$ cat src/rtl/rfe_pkg.sv
// Shared types, constants and register map of the Renard frame encoder.
package rfe_pkg;

    localparam int BANK_SIZE = 8;
    localparam int MAX_BYTES = 5;
    localparam int LEN_W     = $clog2(MAX_BYTES + 1);
    localparam int POS_W     = $clog2(MAX_BYTES);
    localparam int ADDR_W    = 4;

    localparam logic [7:0] PAD_BYTE   = 8'h7D;
    localparam logic [7:0] START_BYTE = 8'h7E;
    localparam logic [7:0] ESC_BYTE   = 8'h7F;
    localparam logic [7:0] ESC_BASE   = 8'h2F;

    localparam logic [1:0] REG_START_ADDRESS = 2'd0;
    localparam logic [1:0] REG_DMX_OFFSET    = 2'd1;
    localparam logic [1:0] REG_CHANNEL_COUNT = 2'd2;
    localparam logic [1:0] REG_PAD_THRESHOLD = 2'd3;

    localparam logic [7:0] START_ADDRESS_RESET = 8'd128;
    localparam logic [8:0] DMX_OFFSET_RESET    = 9'd0;
    localparam logic [9:0] CHANNEL_COUNT_RESET = 10'd64;
    localparam logic [7:0] PAD_THRESHOLD_RESET = 8'd100;

    typedef struct packed {
        logic [8:0] slot_index;
        logic [7:0] slot_level;
    } slot_t;

    typedef struct packed {
        logic [7:0] out_byte;
        logic       run_last;
    } enc_byte_t;

    typedef struct packed {
        logic [7:0] start_address;
        logic [8:0] dmx_offset;
        logic [9:0] channel_count;
        logic [7:0] pad_threshold;
    } cfg_t;

    typedef struct packed {
        logic [MAX_BYTES-1:0][7:0] bytes;
        logic [LEN_W-1:0]          len;
    } burst_t;

endpackage

$ cat src/rtl/rfe_cfg_regs.sv
// Configuration register bank with its APB-style access port.
module rfe_cfg_regs
    import rfe_pkg::*;
(
    input  logic              clk,
    input  logic              rst_n,
    input  logic              psel,
    input  logic              penable,
    input  logic              pwrite,
    input  logic [ADDR_W-1:0] paddr,
    input  logic [31:0]       pwdata,
    output logic [31:0]       prdata,
    output logic              pready,
    output cfg_t              cfg
);

    cfg_t        cfg_reg;
    cfg_t        cfg_next;
    logic [1:0]  reg_sel;
    logic        wr_en;

    assign reg_sel = paddr[3:2];
    assign wr_en   = psel && penable && pwrite;
    assign pready  = 1'b1;
    assign cfg     = cfg_reg;

    always_comb
    begin
        cfg_next = cfg_reg;
        if (wr_en)
        begin
            case (reg_sel)
                REG_START_ADDRESS: cfg_next.start_address = pwdata[7:0];
                REG_DMX_OFFSET:    cfg_next.dmx_offset    = pwdata[8:0];
                REG_CHANNEL_COUNT: cfg_next.channel_count = pwdata[9:0];
                REG_PAD_THRESHOLD: cfg_next.pad_threshold = pwdata[7:0];
                default:           cfg_next = cfg_reg;
            endcase
        end
    end

    always_comb
    begin
        case (reg_sel)
            REG_START_ADDRESS: prdata = {24'd0, cfg_reg.start_address};
            REG_DMX_OFFSET:    prdata = {23'd0, cfg_reg.dmx_offset};
            REG_CHANNEL_COUNT: prdata = {22'd0, cfg_reg.channel_count};
            REG_PAD_THRESHOLD: prdata = {24'd0, cfg_reg.pad_threshold};
            default:           prdata = 32'd0;
        endcase
    end

    always_ff @(posedge clk or negedge rst_n)
    begin
        if (!rst_n)
        begin
            cfg_reg.start_address <= START_ADDRESS_RESET;
            cfg_reg.dmx_offset    <= DMX_OFFSET_RESET;
            cfg_reg.channel_count <= CHANNEL_COUNT_RESET;
            cfg_reg.pad_threshold <= PAD_THRESHOLD_RESET;
        end
        else
        begin
            cfg_reg <= cfg_next;
        end
    end

endmodule

$ cat src/rtl/rfe_burst_build.sv
// Slot decoder that builds the byte burst for one slot and keeps the running byte count.
module rfe_burst_build
    import rfe_pkg::*;
(
    input  logic   clk,
    input  logic   rst_n,
    input  cfg_t   cfg,
    input  slot_t  slot,
    input  logic   take,
    output logic   hit,
    output burst_t burst
);

    logic [7:0]       sent_count_reg;
    logic [7:0]       sent_count_next;
    logic [9:0]       chan_wide;
    logic [8:0]       chan;
    logic             in_window;
    logic             bank_start;
    logic             pad;
    logic             esc;
    logic [7:0]       bank_addr;
    logic [7:0]       base_count;
    logic [2:0]       add_count;
    logic [8:0]       sum_count;
    logic [LEN_W-1:0] n;

    assign chan_wide  = {1'b0, slot.slot_index} - {1'b0, cfg.dmx_offset};
    assign chan       = chan_wide[8:0];
    assign in_window  = !chan_wide[9] && ({1'b0, chan} < cfg.channel_count);
    assign hit        = in_window;
    assign bank_start = ((chan % BANK_SIZE) == 9'd0);
    assign pad        = bank_start && (sent_count_reg >= cfg.pad_threshold);
    assign bank_addr  = 8'(cfg.start_address + 8'(chan / BANK_SIZE));
    assign esc        = (slot.slot_level == PAD_BYTE) || (slot.slot_level == START_BYTE)
                        || (slot.slot_level == ESC_BYTE);

    assign base_count = pad ? 8'd0 : sent_count_reg;
    assign add_count  = (bank_start ? 3'd2 : 3'd0) + (esc ? 3'd2 : 3'd1);
    assign sum_count  = {1'b0, base_count} + {6'd0, add_count};
    assign sent_count_next = sum_count[8] ? 8'hFF : sum_count[7:0];

    always_comb
    begin
        burst.bytes = '0;
        n = '0;
        if (bank_start)
        begin
            if (pad)
            begin
                burst.bytes[0] = PAD_BYTE;
                n = LEN_W'(1);
            end
            burst.bytes[POS_W'(n)] = START_BYTE;
            burst.bytes[POS_W'(n + LEN_W'(1))] = bank_addr;
            n = LEN_W'(n + LEN_W'(2));
        end
        if (esc)
        begin
            burst.bytes[POS_W'(n)] = ESC_BYTE;
            burst.bytes[POS_W'(n + LEN_W'(1))] =
                8'(ESC_BASE + (slot.slot_level - PAD_BYTE));
            n = LEN_W'(n + LEN_W'(2));
        end
        else
        begin
            burst.bytes[POS_W'(n)] = slot.slot_level;
            n = LEN_W'(n + LEN_W'(1));
        end
        burst.len = n;
    end

    always_ff @(posedge clk or negedge rst_n)
    begin
        if (!rst_n)
        begin
            sent_count_reg <= 8'd0;
        end
        else if (take && hit)
        begin
            sent_count_reg <= sent_count_next;
        end
    end

endmodule

$ cat src/rtl/rfe_byte_serial.sv
// Burst holding register and output register that send one byte per cycle while the output is not stalled.
module rfe_byte_serial
    import rfe_pkg::*;
(
    input  logic      clk,
    input  logic      rst_n,
    input  logic      load,
    input  burst_t    burst,
    output logic      can_load,
    output logic      out_valid,
    input  logic      out_stall,
    output enc_byte_t out_data
);

    logic [MAX_BYTES-1:0][7:0] bytes_reg;
    logic [LEN_W-1:0]          len_reg;
    logic [POS_W-1:0]          pos_reg;
    logic                      busy_reg;
    enc_byte_t                 out_reg;
    logic                      out_valid_reg;
    logic                      out_free;
    logic                      move;
    logic                      last;

    assign out_free  = !out_valid_reg || !out_stall;
    assign move      = busy_reg && out_free;
    assign last      = (pos_reg == POS_W'(len_reg - LEN_W'(1)));
    assign can_load  = !busy_reg || (move && last);
    assign out_valid = out_valid_reg;
    assign out_data  = out_reg;

    always_ff @(posedge clk or negedge rst_n)
    begin
        if (!rst_n)
        begin
            busy_reg      <= 1'b0;
            out_valid_reg <= 1'b0;
            pos_reg       <= '0;
        end
        else
        begin
            if (move)
            begin
                out_valid_reg <= 1'b1;
            end
            else if (out_free)
            begin
                out_valid_reg <= 1'b0;
            end
            if (load)
            begin
                busy_reg <= 1'b1;
                pos_reg  <= '0;
            end
            else if (move)
            begin
                if (last)
                begin
                    busy_reg <= 1'b0;
                end
                else
                begin
                    pos_reg <= POS_W'(pos_reg + POS_W'(1));
                end
            end
        end
    end

    always_ff @(posedge clk)
    begin
        if (move)
        begin
            out_reg.out_byte <= bytes_reg[pos_reg];
            out_reg.run_last <= last;
        end
        if (load)
        begin
            bytes_reg <= burst.bytes;
            len_reg   <= burst.len;
        end
    end

endmodule

$ cat src/rtl/renard_frame_encoder_unit.sv
// Top level of the Renard serial frame encoder.
// Each accepted slot inside the channel window yields from one to five serial bytes: an
// optional pad byte, a bank header of two bytes on every eighth channel, and the level,
// escaped to two bytes where needed. Bytes leave one per cycle, when the output is not
// stalled, through a single output register; a slot outside the window is dropped with no
// output. The next slot is taken in the cycle in which the last byte of the current one
// moves to the output.
module renard_frame_encoder_unit
    import rfe_pkg::*;
(
    input  logic              clk,
    input  logic              rst_n,
    input  logic              psel,
    input  logic              penable,
    input  logic              pwrite,
    input  logic [ADDR_W-1:0] paddr,
    input  logic [31:0]       pwdata,
    output logic [31:0]       prdata,
    output logic              pready,
    input  logic              in_valid,
    output logic              in_stall,
    input  slot_t             in_data,
    output logic              out_valid,
    input  logic              out_stall,
    output enc_byte_t         out_data
);

    cfg_t   cfg;
    burst_t burst;
    logic   hit;
    logic   can_load;
    logic   take;

    assign in_stall = !can_load;
    assign take     = in_valid && can_load;

    rfe_cfg_regs u_cfg_regs (
        .clk     (clk),
        .rst_n   (rst_n),
        .psel    (psel),
        .penable (penable),
        .pwrite  (pwrite),
        .paddr   (paddr),
        .pwdata  (pwdata),
        .prdata  (prdata),
        .pready  (pready),
        .cfg     (cfg)
    );

    rfe_burst_build u_burst_build (
        .clk   (clk),
        .rst_n (rst_n),
        .cfg   (cfg),
        .slot  (in_data),
        .take  (take),
        .hit   (hit),
        .burst (burst)
    );

    rfe_byte_serial u_byte_serial (
        .clk       (clk),
        .rst_n     (rst_n),
        .load      (take && hit),
        .burst     (burst),
        .can_load  (can_load),
        .out_valid (out_valid),
        .out_stall (out_stall),
        .out_data  (out_data)
    );

endmodule

$ cat config.mk
export PLATFORM = sky130hd
export DESIGN_NAME = renard_frame_encoder_unit
export DESIGN_NICKNAME = d
export VERILOG_FILES = /design/src/rtl/rfe_pkg.sv /design/src/rtl/rfe_cfg_regs.sv /design/src/rtl/rfe_burst_build.sv /design/src/rtl/rfe_byte_serial.sv /design/src/rtl/renard_frame_encoder_unit.sv
export SDC_FILE = /design/constraint.sdc
export NUM_CORES = 1
export LEC_CHECK = 0
export BUFFER_PORTS_ARGS = -buffer_cell sky130_fd_sc_hd__buf_2
export CAP_MARGIN = 25
export CORE_MARGIN = 2
export CORE_UTILIZATION = 55
export CTS_CLUSTER_SIZE = 28
export DETAILED_ROUTE_END_ITERATION = 7
export PLACE_DENSITY = 0.78
export RECOVER_POWER = 50
export REMOVE_ABC_BUFFERS = 1
export SETUP_SLACK_MARGIN = 0.15
export SYNTH_ARGS = -nofsm -noshare
export SYNTH_HDL_FRONTEND = slang
export SYNTH_SLANG_ARGS = --single-unit
$ cat constraint.sdc
create_clock -name clk -period 4.29 [get_ports clk]
set_input_delay 1.287 -clock clk [delete_from_list [all_inputs] [get_ports clk]]
set_output_delay 1.287 -clock clk [all_outputs]
set_load 0.01 [all_outputs]
==> run_results.csv, run 1 <==
group,metric,value,unit
layout,area_growth,17.4,%
clock_network,insertion_delay,0.37,ns
critical_path,required,4.38,ns
power,powerDensity,589,mW/mm^2
critical_path,rrSetupSlack,0.66,ns
detailed_routing,first_pass_iters,5,
layout,multi_input_area,0.00305,mm^2
clock_network,cts_made_buffers,9,
detailed_routing,drc,0,
global_routing,grt_usage,0.246,
layout,nFillCells,797,
detailed_routing,ant_nets,0,
critical_path,endpoint_kind,"register",
place,place_congestion,0.881,
logic_synthesis,yosysUniqueCellTypes,67,
clock_network,cts_root_buf,"clkbuf_8",
critical_path,critPathArrivalTime,4.17,ns
global_routing,grt_pass1_vias,4475,
sta,rsz0062_at_grt,"no",
logic_synthesis,yosys_warnings,0,
detailed_routing,avgViaCountPerCell,5.81,
floorplan,dieArea,0.0118,mm^2
place,place_inst,780,
sta,period_minus_slack,4.08,ns
logic_synthesis,synth_edf_count,52,
sta,hold_viol,0,
logic_synthesis,yosys_register_bits,100,
place,placed_area,0.00663,mm^2
layout,drive_gt1_frac,0.270,
layout,diodes,0,
sta,setup_slack,0.214,ns
sta,finClkSkew,0.0113,ns
logic_synthesis,synth_area_leader_cell,"edfxtp_1",
clock_network,cts_sinks,100,
critical_path,path_max_fanout,6,
detailed_routing,vias,4682,
global_routing,grt-ovfl-total,0,
sta,worstMarginPinSlew,1.96,ns
power,p_leak,0.00304,uW
layout,largest_register_ffs,40,
power,ir_drop,0.325,mV
detailed_routing,wire_per_inst,18.0,um
floorplan,die_h,109,um
logic_synthesis,avgSynthCellArea,10.7,um^2
logic_synthesis,ys_seq_area_frac,0.459,
worst_hold_path,hold_path_class,"reg2reg",
floorplan,start_util,0.559,
place,dp.final_hpwl,9880,um
floorplan,coreArea,0.0108,mm^2
layout,fin_cells,806,
logic_synthesis,synth_area,0.00603,mm^2
detailed_routing,detail_route.wirelength,14500,um
logic_synthesis,yosysTopAreaCellShare,0.259,
global_routing,grt_first_pass_wirelength,22200,um
status,outcome,"finished with violations",
clock_network,clockBufferDepth,2,
status,violations,"max-capacitance violations, max-slew violations",
layout,final_nets,763,
global_routing,grt_max_degree,35,
logic_synthesis,ys_async_sr_fraction,0.480,
floorplan,die_w,109,um
logic_synthesis,ys_top_cells_by_area,"edfxtp_1, dfrtp_1, ha_1",
critical_path,cp-start-kind,"input port",
place,pre_cts_ws,-0.507,ns
sta,fin_crit_sh,0.950,
place,port_buffers,56,
global_routing,antenna_found_initial,0,
clock_network,postCtsHoldBufs,0,
critical_path,crit_type,"in2reg",
sta,setup_viol,0,
run,cap_violations,2,
sta,fin_hold_ws,0.504,ns
clock_network,cts_max_level,3,
layout,regArea,0.00277,mm^2
clock_network,clkTransAtPathRegs,0.10,ns
sta,slew_headroom,-0.309,
clock_network,cts_tree,"done",
floorplan,num_rows,38,
detailed_routing,drt_iter0_markers,387,
layout,final_area,0.00708,mm^2
sta,drv_slew,54,
sta,fmax,245,MHz
logic_synthesis,synthFlopType,"edfxtp_1",
logic_synthesis,netlist_instances,566,
floorplan,ios,104,
-- worst max-delay path, stage by stage --
cell	delay [ns]
buf_4	0.13
ha_4	0.20
nor2b_4	0.12
o31a_1	0.29
o21a_1	0.21
nor2_2	0.15
xnor2_2	0.15
ha_1	0.27
a2111o_1	0.41
a31oi_1	0.18
o21ai_2	0.12
a21oi_4	0.18
and2_4	0.28
clkbuf_16	0.18
-- layout make-up --
| cell class | count | share of cell area |
|---|---|---|
| Clock buffer | 9 | 0.0175 |
| Tap cell | 140 | 0.0247 |
| Multi-Input combinational cell | 397 | 0.431 |
| Timing Repair Buffer | 103 | 0.0995 |
| Sequential cell | 100 | 0.391 |
| Clock inverter | 7 | 0.00937 |
| Inverter | 50 | 0.0269 |
-- cells in the mapped netlist, drive strengths merged (4+ instances only) --
cell,instances
and2,8
buf,29
mux4,16
nor2,35
nor3,8
a31oi,7
o21ai,53
edfxtp,52
mux2,12
a21o,4
mux2i,4
clkbuf,14
a22o,4
a21oi,21
o21a,8
xnor2,14
dfstp,5
ha,39
nand2,66
nor2b,4
dfrtp,43
inv,50
nand2b,7
nand3,12
nor3b,5
-- metal layers --
metal  wire length (um)  GRT usage
met1               5850      0.322
met2               7510      0.426
met3                679     0.0353
met4                439     0.0733
met5                  0          0
-- worst paths after layout --
| kind | start | end | cells after the start |
|---|---|---|---|
| max | in_data[9] | u_byte_serial.bytes_reg[15]$_DFFE_PP_ | 14 |
| min | u_byte_serial.busy_reg$_DFFE_PN0P_ | u_byte_serial.out_valid$_DFFE_PN0P_ | 1 |
| max reg2reg | u_cfg_regs.cfg[19]$_DFFE_PN0P_ | u_byte_serial.bytes_reg[15]$_DFFE_PP_ | 14 |
| min reg2reg | u_byte_serial.busy_reg$_DFFE_PN0P_ | u_byte_serial.out_valid$_DFFE_PN0P_ | 1 |
| max in group asynchronous | rst_n | u_byte_serial.pos_reg[2]$_DFFE_PN0P_ | 2 |
| min in group asynchronous | rst_n | u_cfg_regs.cfg[19]$_DFFE_PN0P_ | 1 |
-- cell usage in the layout (no fill, tap or decap), types with 3 or more instances in the layout --
cell type / n
a21o_1: 4
a21oi_1: 18
a22o_1: 4
a31oi_1: 7
and2_1: 6
buf_2: 42
buf_4: 38
clkbuf_1: 15
clkbuf_16: 3
clkbuf_8: 9
clkinv_4: 3
conb_1: 25
dfrtp_1: 43
dfstp_2: 5
edfxtp_1: 52
ha_1: 33
ha_4: 4
inv_1: 47
mux2_2: 12
mux4_2: 16
nand2_1: 66
nand2b_1: 6
nand3_1: 11
nand3b_1: 3
nor2_1: 31
nor2_2: 4
nor3_1: 7
nor3b_1: 4
o21a_1: 8
o21ai_0: 44
o21ai_1: 5
o21ai_2: 4
o22a_1: 3
xnor2_1: 12
xor2_1: 3
-- cell families (layout without fill, tap and decap cells) --
group,after synthesis,count (layout),synth area share
simple gates,160,161,0.129
compound gates,119,119,0.128
flops,100,100,0.459
buf+inv,93,169,0.0749
fa+ha+maj,42,42,0.0909
mux,32,32,0.0888
xor+xnor,18,18,0.0286
other cells,2,25,0.00125
-- per-stage QoR --
stage | utilization | total power [uW] | setup TNS [ns]
after floorplan | - | 2670 | -13.82
after global placement | 0.613 | 3260 | -17.34
after detailed placement | 0.615 | 3360 | -19.72
after CTS | 0.633 | 3980 | 0
after global routing | 0.656 | 4450 | 0
final | 0.656 | 4170 | 0
-- where the power goes --
group          total, uW  internal [uW]  leakage [uW]  switching (uW)
clock                600            227     0.0000982             373
combinational       2060            973       0.00189            1090
sequential          1510           1320       0.00106             193
total               4170           2520       0.00304            1660
-- repair_timing --
item / in CTS / in global routing
pin swaps: 1 / 18
gates cloned: 0 / 6
setup endpoints to repair: 57 / 62
buffers inserted: 0 / 4
gates resized for setup: 6 / 41
(Power assumes the default switching activity.)
==> inputs of run 2 (changes only) <==
Settings changed: CORE_MARGIN 2 to 4, GPL_TIMING_DRIVEN set to 0, HOLD_SLACK_MARGIN set to 0.05.
==> run 2 against run 1 <==
Compared with the run above:
- clock-buffer cell count stayed put
- non-clock buffer count decreased by 27
- combinational power is essentially flat
- setup slack got worse by 0.0036 ns
- the run still ends with max-capacitance violations, max-slew violations left
==> run_results.csv, run 2 (synthesis results as in run 1) <==
group,metric,value,unit
status,outcome,"finished with violations",
status,violations,"max-capacitance violations, max-slew violations",
layout,multi_input_area,0.00310,mm^2
power,powerDensity,605,mW/mm^2
global_routing,grt_max_degree,37,
detailed_routing,wire_per_inst,18.4,um
floorplan,ios,104,
global_routing,antenna_found_initial,0,
clock_network,cts_sinks,100,
place,place_congestion,0.835,
sta,fin_hold_ws,0.509,ns
layout,layout_common_cells,"nand2_1, edfxtp_1, inv_1, o21ai_0, buf_2",
floorplan,die_h,113,um
clock_network,clockBufferDepth,2,
detailed_routing,avgViaCountPerCell,5.84,
critical_path,cp-start-kind,"input port",
sta,fin_crit_sh,0.951,
place,placed_area,0.00634,mm^2
clock_network,cts_root_buf,"clkbuf_8",
layout,nFillCells,783,
detailed_routing,first_pass_iters,6,
detailed_routing,ant_nets,0,
clock_network,cts_tree,"done",
detailed_routing,detail_route.wirelength,14400,um
place,dp.final_hpwl,9600,um
sta,drv_slew,74,
clock_network,postCtsHoldBufs,0,
critical_path,critPathArrivalTime,4.17,ns
critical_path,crit_type,"in2reg",
floorplan,die_w,113,um
layout,regArea,0.00277,mm^2
clock_network,cts_made_buffers,9,
layout,final_nets,743,
place,place_inst,740,
floorplan,dieArea,0.0127,mm^2
global_routing,grt-ovfl-total,0,
sta,setup_slack,0.210,ns
layout,final_common_cell,"nand2_1",
sta,setup_viol,0,
layout,diodes,0,
sta,finClkSkew,0.0102,ns
detailed_routing,drc,0,
layout,drive_gt1_frac,0.245,
sta,worstMarginPinSlew,1.95,ns
clock_network,insertion_delay,0.38,ns
global_routing,grt_first_pass_wirelength,22700,um
sta,slew_headroom,-0.303,
critical_path,required,4.38,ns
layout,final_area,0.00688,mm^2
worst_hold_path,hold_path_class,"reg2reg",
floorplan,num_rows,37,
detailed_routing,vias,4563,
power,ir_drop,0.282,mV
layout,fin_cells,782,
sta,tns,0,ns
power,p_leak,0.00292,uW
floorplan,coreArea,0.0105,mm^2
clock_network,clkTransAtPathRegs,0.10,ns
global_routing,grt_pass1_vias,4497,
place,pre_cts_ws,-1.85,ns
place,port_buffers,56,
run,cap_violations,3,
detailed_routing,drt_iter0_markers,410,
layout,area_growth,14.0,%
clock_network,cts_max_level,3,
sta,fmax,245,MHz
sta,hold_viol,0,
floorplan,start_util,0.574,
critical_path,endpoint_kind,"register",
global_routing,grt_usage,0.225,
critical_path,path_max_fanout,7,
sta,rsz0062_at_grt,"yes",
sta,period_minus_slack,4.08,ns
layout,largest_register_ffs,40,
[run 2: routing by layer]
metal / track usage / routed length (um)
met1: 0.292 / 5610
met2: 0.379 / 7330
met3: 0.0455 / 1020
met4: 0.0761 / 431
met5: 0 / 0
[run 2: worst paths after layout]
check / cells after the start / from / to / slack, ns
setup / recovery: 14 / in_data[9] / u_byte_serial.bytes_reg[3]$_DFFE_PP_ / 0.21
hold / removal: 1 / u_byte_serial.busy_reg$_DFFE_PN0P_ / u_byte_serial.out_valid$_DFFE_PN0P_ / 0.51
setup reg to reg: 13 / u_cfg_regs.cfg[2]$_DFFE_PN1P_ / u_burst_build.sent_count_reg[3]$_DFFE_PN0P_ / 0.67
hold reg to reg: 1 / u_byte_serial.busy_reg$_DFFE_PN0P_ / u_byte_serial.out_valid$_DFFE_PN0P_ / 0.51
max in group asynchronous: 2 / rst_n / u_cfg_regs.cfg[7]$_DFFE_PN0P_ / 1.04
min in group asynchronous: 1 / rst_n / u_burst_build.sent_count_reg[0]$_DFFE_PN0P_ / 0.96
[run 2: cell type report]
class | instances | share of cell area
flip-flops and latches | 100 | 0.403
well taps | 136 | 0.0247
repair buffers | 76 | 0.0661
inverters | 50 | 0.0278
multi-input cells | 404 | 0.451
clock buffers | 9 | 0.0180
clock inverters | 7 | 0.00946
[run 2: critical path, cell delays in order]
cell       delay, ns
buf_2           0.11
ha_1            0.27
nor2b_1         0.13
o31a_1          0.30
o21a_1          0.20
nor2_2          0.12
xnor2_2         0.15
ha_1            0.28
a2111o_1        0.41
a31oi_1         0.19
o21ai_2         0.13
a21oi_4         0.22
clkbuf_16       0.18
and2_4          0.20
[run 2: repair_timing]
item	in CTS	in global routing
endpoints found under the hold margin	0	0
setup endpoints to repair	58	63
buffers inserted	12	5
pin swaps	11	11
gates cloned	8	1
gates resized for setup	24	20
[run 2: metrics by stage]
step            util  total power (uW)
3_5_place_dp   0.603              3170
6_report       0.654              4160
3_3_place_gp   0.600              3080
5_1_grt        0.654              4410
2_1_floorplan      -              2670
4_1_cts        0.645              4000
[run 2: power breakdown]
group	leakage [uW]	total [uW]	internal, uW	switching, uW
Sequential	0.00106	1500	1320	183
Clock	0.0000947	600	227	374
Combinational	0.00176	2060	939	1120
==> inputs of run 3 (changes only) <==
Settings changed: MAX_ROUTING_LAYER set to met4.
Clock period 4.29 ns to 4.3 ns, I/O delays scaled along.
==> run 3 against run 2 <==
Compared with the run above:
- the run still ends with max-capacitance violations, max-slew violations left
- non-clock buffer count unchanged
- cell area about the same
- sequential power about the same
- cell count unchanged
- combinational power about the same
- total power decreased by 0.20%
- die area unchanged
- setup slack improved by 0.0031 ns
- clock skew increased by 0.0013 ns
- via count increased by 0.37%
==> run_results.csv, run 3 (synthesis results as in run 1) <==
group,metric,value,unit
floorplan,die_h,113,um
place,port_buffers,56,
sta,hold_viol,0,
sta,worstMarginPinSlew,1.93,ns
detailed_routing,wire_per_inst,18.5,um
layout,final_common_cell,"nand2_1",
clock_network,cts_made_buffers,9,
floorplan,num_rows,37,
clock_network,postCtsHoldBufs,0,
sta,setup_slack,0.213,ns
detailed_routing,vias,4580,
critical_path,reg2reg_to,"u_burst_build.sent_count_reg[3]$_DFFE_PN0P_",
sta,fmax,245,MHz
floorplan,coreArea,0.0105,mm^2
layout,final_nets,743,
critical_path,path_max_fanout,7,
power,internal_power,2480,uW
critical_path,r2r_cells,13,
place,place_congestion,0.848,
layout,largest_register_ffs,40,
global_routing,grt_pass1_vias,4503,
critical_path,endpoint_kind,"register",
detailed_routing,ant_nets,0,
critical_path,required,4.40,ns
sta,period_minus_slack,4.09,ns
sta,fin_crit_sh,0.950,
clock_network,clockBufferDepth,2,
clock_network,cts_tree,"done",
layout,area_growth,13.9,%
critical_path,critPathArrivalTime,4.19,ns
critical_path,reg2reg_from,"u_cfg_regs.cfg[2]$_DFFE_PN1P_",
layout,nFillCells,785,
sta,drv_slew,74,
detailed_routing,first_pass_iters,7,
sta,tns,0,ns
power,pwr-share-clk,0.144,
detailed_routing,detail_route.wirelength,14400,um
critical_path,critPathBufInv,2,
run,cap_violations,3,
floorplan,dieArea,0.0127,mm^2
critical_path,crit_path_frequent_cell,"ha_1",
clock_network,cts_root_buf,"clkbuf_8",
critical_path,crit_type,"in2reg",
critical_path,cp.depth,14,
worst_hold_path,min_delay_worst_endpoint,"u_byte_serial.out_valid$_DFFE_PN0P_",
status,outcome,"finished with violations",
status,violations,"max-capacitance violations, max-slew violations",
layout,diodes,0,
sta,finClkSkew,0.0114,ns
floorplan,start_util,0.574,
worst_hold_path,min_from,"u_byte_serial.busy_reg$_DFFE_PN0P_",
worst_hold_path,hold_path_class,"reg2reg",
power,p_switching,1670,uW
detailed_routing,drc,0,
power,ir_drop,0.281,mV
floorplan,ios,104,
power,powerDensity,604,mW/mm^2
clock_network,insertion_delay,0.38,ns
sta,rsz0062_at_grt,"yes",
global_routing,grt_first_pass_wirelength,22700,um
detailed_routing,avgViaCountPerCell,5.86,
power,switching_share,0.403,
clock_network,cts_max_level,3,
global_routing,grt_usage,0.231,
place,dp.final_hpwl,9600,um
clock_network,clkTransAtPathRegs,0.11,ns
clock_network,cts_sinks,100,
global_routing,antenna_found_initial,0,
layout,layout_common_cells,"nand2_1, edfxtp_1, inv_1, o21ai_0, buf_2",
critical_path,crit_family,"compound AO/OA/AOI/OAI gates",
critical_path,cp_slowest_stage_delay,0.41,ns
global_routing,grt_max_degree,37,
sta,setup_viol,0,
worst_hold_path,min_path_cells,1,
detailed_routing,drt_iter0_markers,468,
power,comb_power_share,0.495,
critical_path,worstPathCellList,"buf_2, ha_1, nor2b_1, o31a_1, o21a_1, nor2_2, xnor2_2, ha_1, a2111o_1, a31oi_1, o21ai_2, a21oi_4, clkbuf_16, and2_4",
power,p_leak,0.00291,uW
critical_path,crit_slowest_cell,"a2111o_1",
critical_path,rrSetupSlack,0.65,ns
place,pre_cts_ws,-1.85,ns
layout,drive_gt1_frac,0.243,
sta,slew_headroom,-0.289,
power,power_frac_seq,0.361,
critical_path,cp-start-kind,"input port",
floorplan,die_w,113,um
global_routing,grt-ovfl-total,0,
[run 3: area by class of cell]
class | instances | area, um^2 | area share
sequential | 100 | 2770 | 0.403
inverter | 50 | 191 | 0.0279
clock buffer | 9 | 124 | 0.0180
timing repair buffer | 76 | 454 | 0.0661
tap | 136 | 170 | 0.0248
clock inverter | 7 | 65.1 | 0.00947
multi-input combinational | 404 | 3100 | 0.451
[run 3: metrics by stage]
stage	power [uW]	std cells	area, um^2	hold slack, ns	util
final	4150	782	6870	0.509	0.654
after global routing	4400	782	6870	0.541	0.654
after CTS	3990	776	6770	0.503	0.645
after detailed placement	3160	740	6340	0.481	0.603
after global placement	3070	738	6300	0.450	0.600
after floorplan	2670	546	5850	0.441	-
[run 3: worst max-delay path by stage]
| stage | startpoint | end |
|---|---|---|
| 2_1_floorplan | in_data[8] | u_burst_build.sent_count_reg[1]$_DFFE_PN0P_ |
| 3_3_place_gp | in_data[8] | u_burst_build.sent_count_reg[2]$_DFFE_PN0P_ |
| 3_5_place_dp | in_data[8] | u_burst_build.sent_count_reg[1]$_DFFE_PN0P_ |
| 4_1_cts | in_data[8] | u_byte_serial.busy_reg$_DFFE_PN0P_ |
| 5_1_grt | in_data[8] | u_burst_build.sent_count_reg[1]$_DFFE_PN0P_ |
| 6_report | in_data[9] | u_byte_serial.bytes_reg[29]$_DFFE_PP_ |
[run 3: power by group through the flow]
stage | Clock, uW | Combinational, uW | Sequential (uW)
global placement | 0 | 1570 | 1500
global route | 644 | 2230 | 1530
CTS | 601 | 1900 | 1490
detailed placement | 0 | 1650 | 1510
floorplan | 0 | 1190 | 1480
finish | 595 | 2050 | 1500
[run 3: routing by layer]
metal	share of wire	vias up	routed length [um]	GRT usage
met3	0.079	37	1130	0.0444
met5	0	-	0	-
met2	0.50	222	7270	0.381
li1	-	2118	-	-
met4	0.029	0	422	0.0761
met1	0.39	2203	5600	0.290
[run 3: repair_timing]
item	CTS	global route
pin swaps	11	11
cloned	8	1
setup endpoints to repair	58	63
resized for setup	24	19
setup buffers	12	5
